===== src/sv/dual_chip_lcd_refresh_sequencer_macros.svh =====
// assertion macros used by the refresh sequencer rtl
// no dependencies; included by lcdrs_back, which carries the concurrent checks
`ifndef DUAL_CHIP_LCD_REFRESH_SEQUENCER_MACROS_SVH
`define DUAL_CHIP_LCD_REFRESH_SEQUENCER_MACROS_SVH
`ifndef SYNTHESIS
// antecedent implies consequent in the same cycle
`define LCDRS_ASSERT_IMPL(label, clk, rst, ante, cons) \
   label: assert property (@(posedge clk) disable iff (rst) (ante) |-> (cons)) \
      else $error("lcdrs check failed");
// expression must never hold
`define LCDRS_ASSERT_NEVER(label, clk, rst, expr) \
   label: assert property (@(posedge clk) disable iff (rst) !(expr)) \
      else $error("lcdrs check failed");
// antecedent implies consequent in the next cycle
`define LCDRS_ASSERT_NEXT(label, clk, rst, ante, cons) \
   label: assert property (@(posedge clk) disable iff (rst) (ante) |=> (cons)) \
      else $error("lcdrs check failed");
`else
`define LCDRS_ASSERT_IMPL(label, clk, rst, ante, cons)
`define LCDRS_ASSERT_NEVER(label, clk, rst, expr)
`define LCDRS_ASSERT_NEXT(label, clk, rst, ante, cons)
`endif
`endif


===== src/sv/lcdrs_pkg.sv =====
// shared constants, codes and link types of the refresh sequencer
// no dependencies; imported by the front, back and top rtl modules of the block
package lcdrs_pkg;

   // panel geometry and command queue size
   localparam int COLUMNS_PER_CHIP = 64;
   localparam int PAGES            = 8;
   localparam int QUEUE_DEPTH      = 8;

   // result buffer size behind the execute stage
   localparam int OUT_DEPTH = 3;

   // fixed field widths
   localparam int COL_W        = 7;
   localparam int PAGE_W       = 3;
   localparam int BYTE_W       = 8;
   localparam int CMD_VAL_W    = 6;
   localparam int FRAME_ADDR_W = 10;
   localparam int FRAME_DEPTH  = 1 << FRAME_ADDR_W;
   localparam int CSR_IDX_W    = 2;

   // derived widths
   localparam int SCAN_COL_W = $clog2(COLUMNS_PER_CHIP);
   localparam int QPTR_W     = $clog2(QUEUE_DEPTH);
   localparam int QCNT_W     = $clog2(QUEUE_DEPTH + 1);

   // request codes on the input channel
   typedef enum logic [1:0] {
      REQ_TICK   = 2'd0,
      REQ_WRITE  = 2'd1,
      REQ_REDRAW = 2'd2,
      REQ_QUEUE  = 2'd3
   } req_code_type;

   // controller command kinds
   typedef enum logic [1:0] {
      CMD_COLUMN     = 2'd0,
      CMD_PAGE       = 2'd1,
      CMD_START_LINE = 2'd2
   } cmd_kind_type;

   // configuration register indexes
   typedef enum logic [CSR_IDX_W-1:0] {
      CSR_PAGE_BASE   = 2'd0,
      CSR_COLUMN_BASE = 2'd1,
      CSR_START_BASE  = 2'd2
   } csr_index_type;

   // classified operation handed from front to back
   typedef enum logic [2:0] {
      OP_NOP,
      OP_TICK,
      OP_WRITE,
      OP_REDRAW,
      OP_QUEUE
   } op_type;

   typedef struct packed {
      op_type               op;
      logic [COL_W-1:0]     column;
      logic [PAGE_W-1:0]    page;
      logic [BYTE_W-1:0]    pixel_byte;
      logic [1:0]           redraw_mask;
      logic                 cmd_chip;
      cmd_kind_type         cmd_kind;
      logic [CMD_VAL_W-1:0] cmd_value;
      logic                 busy_left;
      logic                 busy_right;
   } item_type;

   // front to back
   typedef struct packed {
      logic     valid;
      item_type item;
   } item_link_type;

   // back to front
   typedef struct packed {
      logic pop;
      logic clearing;
   } back_ctl_type;

   // one queued controller command
   typedef struct packed {
      cmd_kind_type         kind;
      logic                 chip;
      logic [CMD_VAL_W-1:0] value;
   } qentry_type;

   // one result item
   typedef struct packed {
      logic              bus_valid;
      logic              bus_chip;
      logic              bus_is_command;
      logic [BYTE_W-1:0] bus_byte;
      logic              redraw_pending;
      logic              queue_overflow;
   } result_type;

endpackage


===== src/sv/lcdrs_front.sv =====
// front end: accepts items, classifies them and holds them in a two-entry queue
// depends on lcdrs_pkg
module lcdrs_front
   import lcdrs_pkg::*;
(
   input  logic                 clock,
   input  logic                 reset,
   input  logic                 req_valid,
   output logic                 req_ready,
   input  logic [1:0]           req_type,
   input  logic [COL_W-1:0]     req_column,
   input  logic [PAGE_W-1:0]    req_page,
   input  logic [BYTE_W-1:0]    req_pixel_byte,
   input  logic [1:0]           req_redraw_mask,
   input  logic                 req_cmd_chip,
   input  logic [1:0]           req_cmd_kind,
   input  logic [CMD_VAL_W-1:0] req_cmd_value,
   input  logic                 req_busy_left,
   input  logic                 req_busy_right,
   input  back_ctl_type         back_ctl,
   output item_link_type        link
);

   item_type   slot_ff [2];
   logic       wr_ff, wr_in;
   logic       rd_ff, rd_in;
   logic [1:0] cnt_ff, cnt_in;
   item_type   cls;
   logic       push;

   // classify the incoming item
   always_comb begin
      cls             = '0;
      cls.column      = req_column;
      cls.page        = req_page;
      cls.pixel_byte  = req_pixel_byte;
      cls.redraw_mask = req_redraw_mask;
      cls.cmd_chip    = req_cmd_chip;
      cls.cmd_kind    = cmd_kind_type'(req_cmd_kind);
      cls.cmd_value   = req_cmd_value;
      cls.busy_left   = req_busy_left;
      cls.busy_right  = req_busy_right;
      unique case (req_type)
         REQ_TICK:   cls.op = OP_TICK;
         REQ_WRITE:  cls.op = OP_WRITE;
         REQ_REDRAW: cls.op = OP_REDRAW;
         REQ_QUEUE: begin
            // unknown command kind is dropped silently
            if (req_cmd_kind == CMD_COLUMN || req_cmd_kind == CMD_PAGE ||
                req_cmd_kind == CMD_START_LINE) begin
               cls.op = OP_QUEUE;
            end else begin
               cls.op = OP_NOP;
            end
         end
         default:    cls.op = OP_NOP;
      endcase
   end

   // queue pointers
   assign req_ready = (cnt_ff != 2'd2) && !back_ctl.clearing;
   assign push      = req_valid && req_ready;

   always_comb begin
      wr_in  = push ? ~wr_ff : wr_ff;
      rd_in  = back_ctl.pop ? ~rd_ff : rd_ff;
      cnt_in = cnt_ff + 2'(push) - 2'(back_ctl.pop);
   end

   always_ff @(posedge clock) begin
      if (reset) begin
         wr_ff  <= 1'b0;
         rd_ff  <= 1'b0;
         cnt_ff <= 2'd0;
      end else begin
         wr_ff  <= wr_in;
         rd_ff  <= rd_in;
         cnt_ff <= cnt_in;
      end
   end

   // queue storage
   always_ff @(posedge clock) begin
      if (push) begin
         slot_ff[wr_ff] <= cls;
      end
   end

   assign link.valid = (cnt_ff != 2'd0);
   assign link.item  = slot_ff[rd_ff];

endmodule


===== config.mk =====
export PLATFORM = sky130hd
export DESIGN_NAME = lcdrs_front
export DESIGN_NICKNAME = d
export VERILOG_FILES = /design/src/sv/dual_chip_lcd_refresh_sequencer_macros.svh /design/src/sv/lcdrs_pkg.sv /design/src/sv/lcdrs_front.sv
export SDC_FILE = /design/constraint.sdc
export NUM_CORES = 1
export LEC_CHECK = 0
export BUFFER_PORTS_ARGS = -buffer_cell sky130_fd_sc_hd__clkbuf_2
export CAP_MARGIN = 40
export CORE_MARGIN = 4
export CORE_UTILIZATION = 42
export CTS_BUF_LIST = sky130_fd_sc_hd__clkbuf_2
export CTS_CLUSTER_DIAMETER = 30
export DETAILED_ROUTE_END_ITERATION = 16
export PLACE_DENSITY = 0.66
export SYNTH_ARGS = -nofsm -noshare
export SYNTH_HDL_FRONTEND = slang
export SYNTH_SLANG_ARGS = --single-unit

===== constraint.sdc =====
create_clock -name clock -period 2.4 [get_ports clock]
set_clock_uncertainty 0.1 [all_clocks]
set_input_delay 0.12 -clock clock [delete_from_list [all_inputs] [get_ports clock]]
set_output_delay 0.12 -clock clock [all_outputs]
set_load 0.02 [all_outputs]

### Yosys cells after proc, flatten, opt, wreduce, memory -nomap -nowiden

Memories as Yosys holds them, arrays and structs flattened. A register that Yosys moved wholly into a read port is not among the register bits.
Cells that the tools add are included.

* mux-type cells: 6
* reductions and logical operators: 8
* $add $sub $neg: 2
* eq/ne operators: 6
* bitwise operators: 2

Operators with widths (number)
* $pmux W3 S4: 1
* $eq A2 B2 Y1 const B: 3
* $eq A2 B1 Y1 const B: 2
* $logic_not A2 Y1: 2
* $mux W1: 4
* $mux W3: 1
* $add A2 B1 Y2: 1
* $logic_and A1 B1 Y1: 2
* $logic_or A1 B1 Y1: 2
* $ne A2 B2 Y1 const B: 1
* $not A1 Y1: 2
* $reduce_bool A2 Y1: 1
* $sub A2 B1 Y2: 1
* $logic_not A1 Y1: 1

* bits of input ports: 38
* logic and storage cells: 28
* memories kept: 1
* memory bits (writable): 68
* register bits: 4
* output and inout bits: 36

Memory list
* slot_ff: words 2, width 34, read ports 1, clocked after memory_dff 1, write ports 1, line lcdrs_front.sv:24 `item_type slot_ff [2];`

### Depth between registers and ports, before layout

* depth in word-level cells: 5
* gate-level depth with buffers: 9
* mapped depth without buffers: 9

### Least setup slack after synthesis

No wires, ideal clock.

* kind: register to register
* start point: register cnt_ff[1]
* end point: memory slot_ff[1][0] in the netlist's numbering, enable pin
* buffers on the path: 0
* required time: 1.906 ns
* path slack: 0.176 ns
* clock period less this slack: 2.224 ns
* data arrival time: 1.729 ns
* cell stages (with the launch flop): 4
* library setup time: 0.394 ns
* cells stage by stage: dfxtp_1 nor2b_4 nor2_1 and3_1

* word-level cells in the longest chain between the ends: 5

Ends and longest elaborated chain
* start: declaration: line lcdrs_front.sv:27 `logic [1:0] cnt_ff, cnt_in;`
* start signal: assignment: line lcdrs_front.sv:78 `cnt_ff <= cnt_in;`
* $ne A2 B2 Y1: line lcdrs_front.sv:61 `assign req_ready = (cnt_ff != 2'd2) && !back_ctl.clearing;`
* $logic_and A1 B1 Y1: line lcdrs_front.sv:61
* net req_ready: line lcdrs_front.sv:9 `output logic req_ready,`
* $logic_and A1 B1 Y1: line lcdrs_front.sv:62 `assign push = req_valid && req_ready;`
* $mux W1: line lcdrs_front.sv:84 `if (push) begin`
* $mux W1 (not written as such): line lcdrs_front.sv:85 `slot_ff[wr_ff] <= cls;`
* end: declaration: line lcdrs_front.sv:24

The timed path passes the listed nets, and every way through them passes these cells.

==> results.py <==
metrics = {
    "timing": {
        "tightest_slew_ns": 0.4541,
        "max_freq_ghz": 0.4840,
        "hold_viol_final": 0,
        "setup_viol": 0,
        "tns_ns": 0,
        "min_period_ns": 2.066,
        "relSlewSlack_pct": 69.73,
        "rsz0062_at_grt": "no",
        "layout_setup_ws_ns": 0.3339,
        "drv_slew": 0,
        "finalCritPeriodShare_pct": 86.09,
    },
    "layout": {
        "drive_gt1_share_pct": 47.57,
        "fin_area_um2": 3719,
        "syn_to_final_growth_pct": 34.78,
        "post-route-util_pct": 58.56,
        "seqCellArea_um2": 2143,
        "num-nets-final": 305,
        "antennaDiodeCount": 0,
        "multiInputGateArea_um2": 564.3,
        "fillers": 496,
        "stdcell_count": 344,
    },
    "cts": {
        "cts-buffers-inserted": 9,
        "htree_levels": 3,
        "cts_sinks": 73,
        "clockRootBuffer": "clkbuf_2",
        "cts_setup_buffers": 0,
        "clockBufferDepth": 2,
        "clock_latency_ns": 0.45,
        "path_clk_slew_ns": 0.17,
        "cts_tree": "yes",
    },
    "placement": {
        "dp_cells": 290,
        "hpwl_um": 3264,
        "dpl_cell_area_um2": 3234,
        "io_buffer_count": 73,
        "place.gp.congestion": 0.6657,
        "dp_worst_setup_slack_ns": 0.6069,
    },
    "global_route": {
        "overflow": 0,
        "grt_use_total_pct": 13.94,
        "grt_pass1_wl_um": 7983,
        "grt_pass1_vias": 1685,
        "grt_max_degree": 24,
        "antenna_found_initial": 0,
    },
    "critical_path": {
        "cp_max_fo": 18,
        "cp-end-kind": "primary output",
        "startpoint_type": "register",
        "critPathKind": "reg2out",
        "required_ns": 2.18,
        "cp.arrival_ns": 1.85,
    },
    "synth": {
        "syn_area_per_cell_um2": 19.85,
        "syn-num-nets": 182,
        "synth_seq_cells": 73,
        "ys_top_cells_by_count": "edfxtp_1, mux2_2, mux2_1",
        "ys_seq_area_share_pct": 77.64,
        "synthTopCellsByArea": "edfxtp_1, mux2_2, dfxtp_1",
        "netlist_instances": 139,
        "synth_area_leader_cell": "edfxtp_1",
        "synth-main-ff-cell": "edfxtp_1",
        "synth-async-reset-ratio_pct": 0,
        "yosysWarnings": 0,
        "synth_top_area_share_pct": 74.01,
        "synth_area_um2": 2759,
        "synth-edff-count": 68,
        "synthMostInstantiatedCell": "edfxtp_1",
        "ys_types": 23,
    },
    "run": {
        "drv_cap": 0,
    },
    "detailed_routing": {
        "drc": 0,
        "first_pass_iters": 3,
        "first_iter_violations": 86,
        "wl_per_cell_um": 14.94,
        "finalWirelength_um": 5141,
        "via_per_inst": 4.683,
        "ant_nets": 0,
        "vias": 1611,
    },
    "power": {
        "vdd_drop_max_v": 0.0003522,
        "power.leakage_uw": 0.001473,
        "powerDensity_nw_per_um2": 679.2,
    },
    "floorplan": {
        "std_cell_rows": 29,
        "start_util_pct": 43.45,
        "ios": 74,
        "die-area_um2": 7930,
        "dieHeight_um": 89.05,
        "core_area_um2": 6350,
        "die_w_um": 89.05,
    },
    "outcome": {
        "outcome": "finished clean",
    },
    "hold_path": {
        "hp-class": "in2reg",
    },
}
[through the flow]
step | hold WS (ns) | power, uW
4_1_cts | 0.08306 | 2564
5_1_grt | 0.1250 | 2663
3_5_place_dp | 0.2135 | 1874
2_1_floorplan | 0.08907 | 1740
6_report | 0.1455 | 2526
3_3_place_gp | 0.2116 | 1869
[path summary, 6_finish.rpt]
check | start | to | slack (ns) | cells past startpoint
max | register | link[11] | 0.33 | 3
min | back_ctl[0] | cnt_ff[1]$_SDFF_PP0_ | 0.15 | 7
max reg2reg | cnt_ff[1]$_SDFF_PP0_ | cnt_ff[1]$_SDFF_PP0_ | 0.60 | 9
min reg2reg | wr_ff$_SDFFE_PP0P_ | wr_ff$_SDFFE_PP0P_ | 0.41 | 2
[registers in the layout, summed over array words and instances, names as in the netlist, named ones only]
signal and count:
rd_ff 1, wr_ff 1, cnt_ff 2, slot_ff 68
[critical path: stages (launching register included)]
cell      delay, ns
dfxtp_2        0.65
buf_12         0.23
mux2_2         0.35
clkbuf_2       0.16
[placed cells by master (no fill, tap or decap)]
master	netlist	layout
xnor2_1	1	1
clkinv_1	0	1
bufinv_16	0	1
dfxtp_2	0	1
or2_2	2	2
buf_4	0	4
buf_12	0	1
ha_1	5	5
nand2_1	1	1
mux2_1	6	6
xor2_1	1	1
and3_2	0	1
nor2b_1	1	1
and2_2	1	1
clkinv_2	0	2
nand2b_1	1	1
a21boi_0	1	1
o21ai_0	1	1
nor2_1	4	4
inv_1	4	4
nor2b_4	1	1
edfxtp_1	68	68
dfxtp_1	5	4
mux2_2	28	28
nor3_1	1	1
a21oi_1	1	1
dlygate4sd3_1	0	38
clkbuf_2	0	85
or3_1	1	1
[report_power, final]
group | switching (uW) | total [uW] | internal [uW]
clock network | 387 | 635 | 248
registers | 29.6 | 1490 | 1460
logic | 209 | 402 | 193
total | 625 | 2530 | 1900
[cells by family (layout without fill, tap and decap cells)]
logic type / count (synthesis) / count (layout) / share of synthesized area [%]
compound gates: 3 / 3 / 0.6347
xor+xnor: 2 / 2 / 0.6350
fa+ha+maj: 5 / 5 / 2.268
buf+inv: 8 / 136 / 1.950
flops: 73 / 73 / 77.64
mux: 34 / 34 / 13.88
simple gates: 14 / 14 / 2.993
[per-layer routing]
layer	GRT usage, %	wire [um]
met1	16.87	2143
met2	22.74	2599
met3	3.687	287
met4	7.713	110
met5	0	0
[area by class of cell]
cell class                      count  area share (%)
Tap cell                           77           2.591
Clock buffer                       12           1.615
Inverter                            4          0.4038
Clock inverter                      4           1.178
Timing Repair Buffer              116           21.40
Sequential cell                    73           57.64
Multi-Input combinational cell     58           15.17
[timing repair]
action | CTS | global route
resized for setup | 0 | 0
hold buffers | 38 | 0
hold endpoints to repair | 73 | 0
No activity file was read; power rests on OpenSTA's default activity.
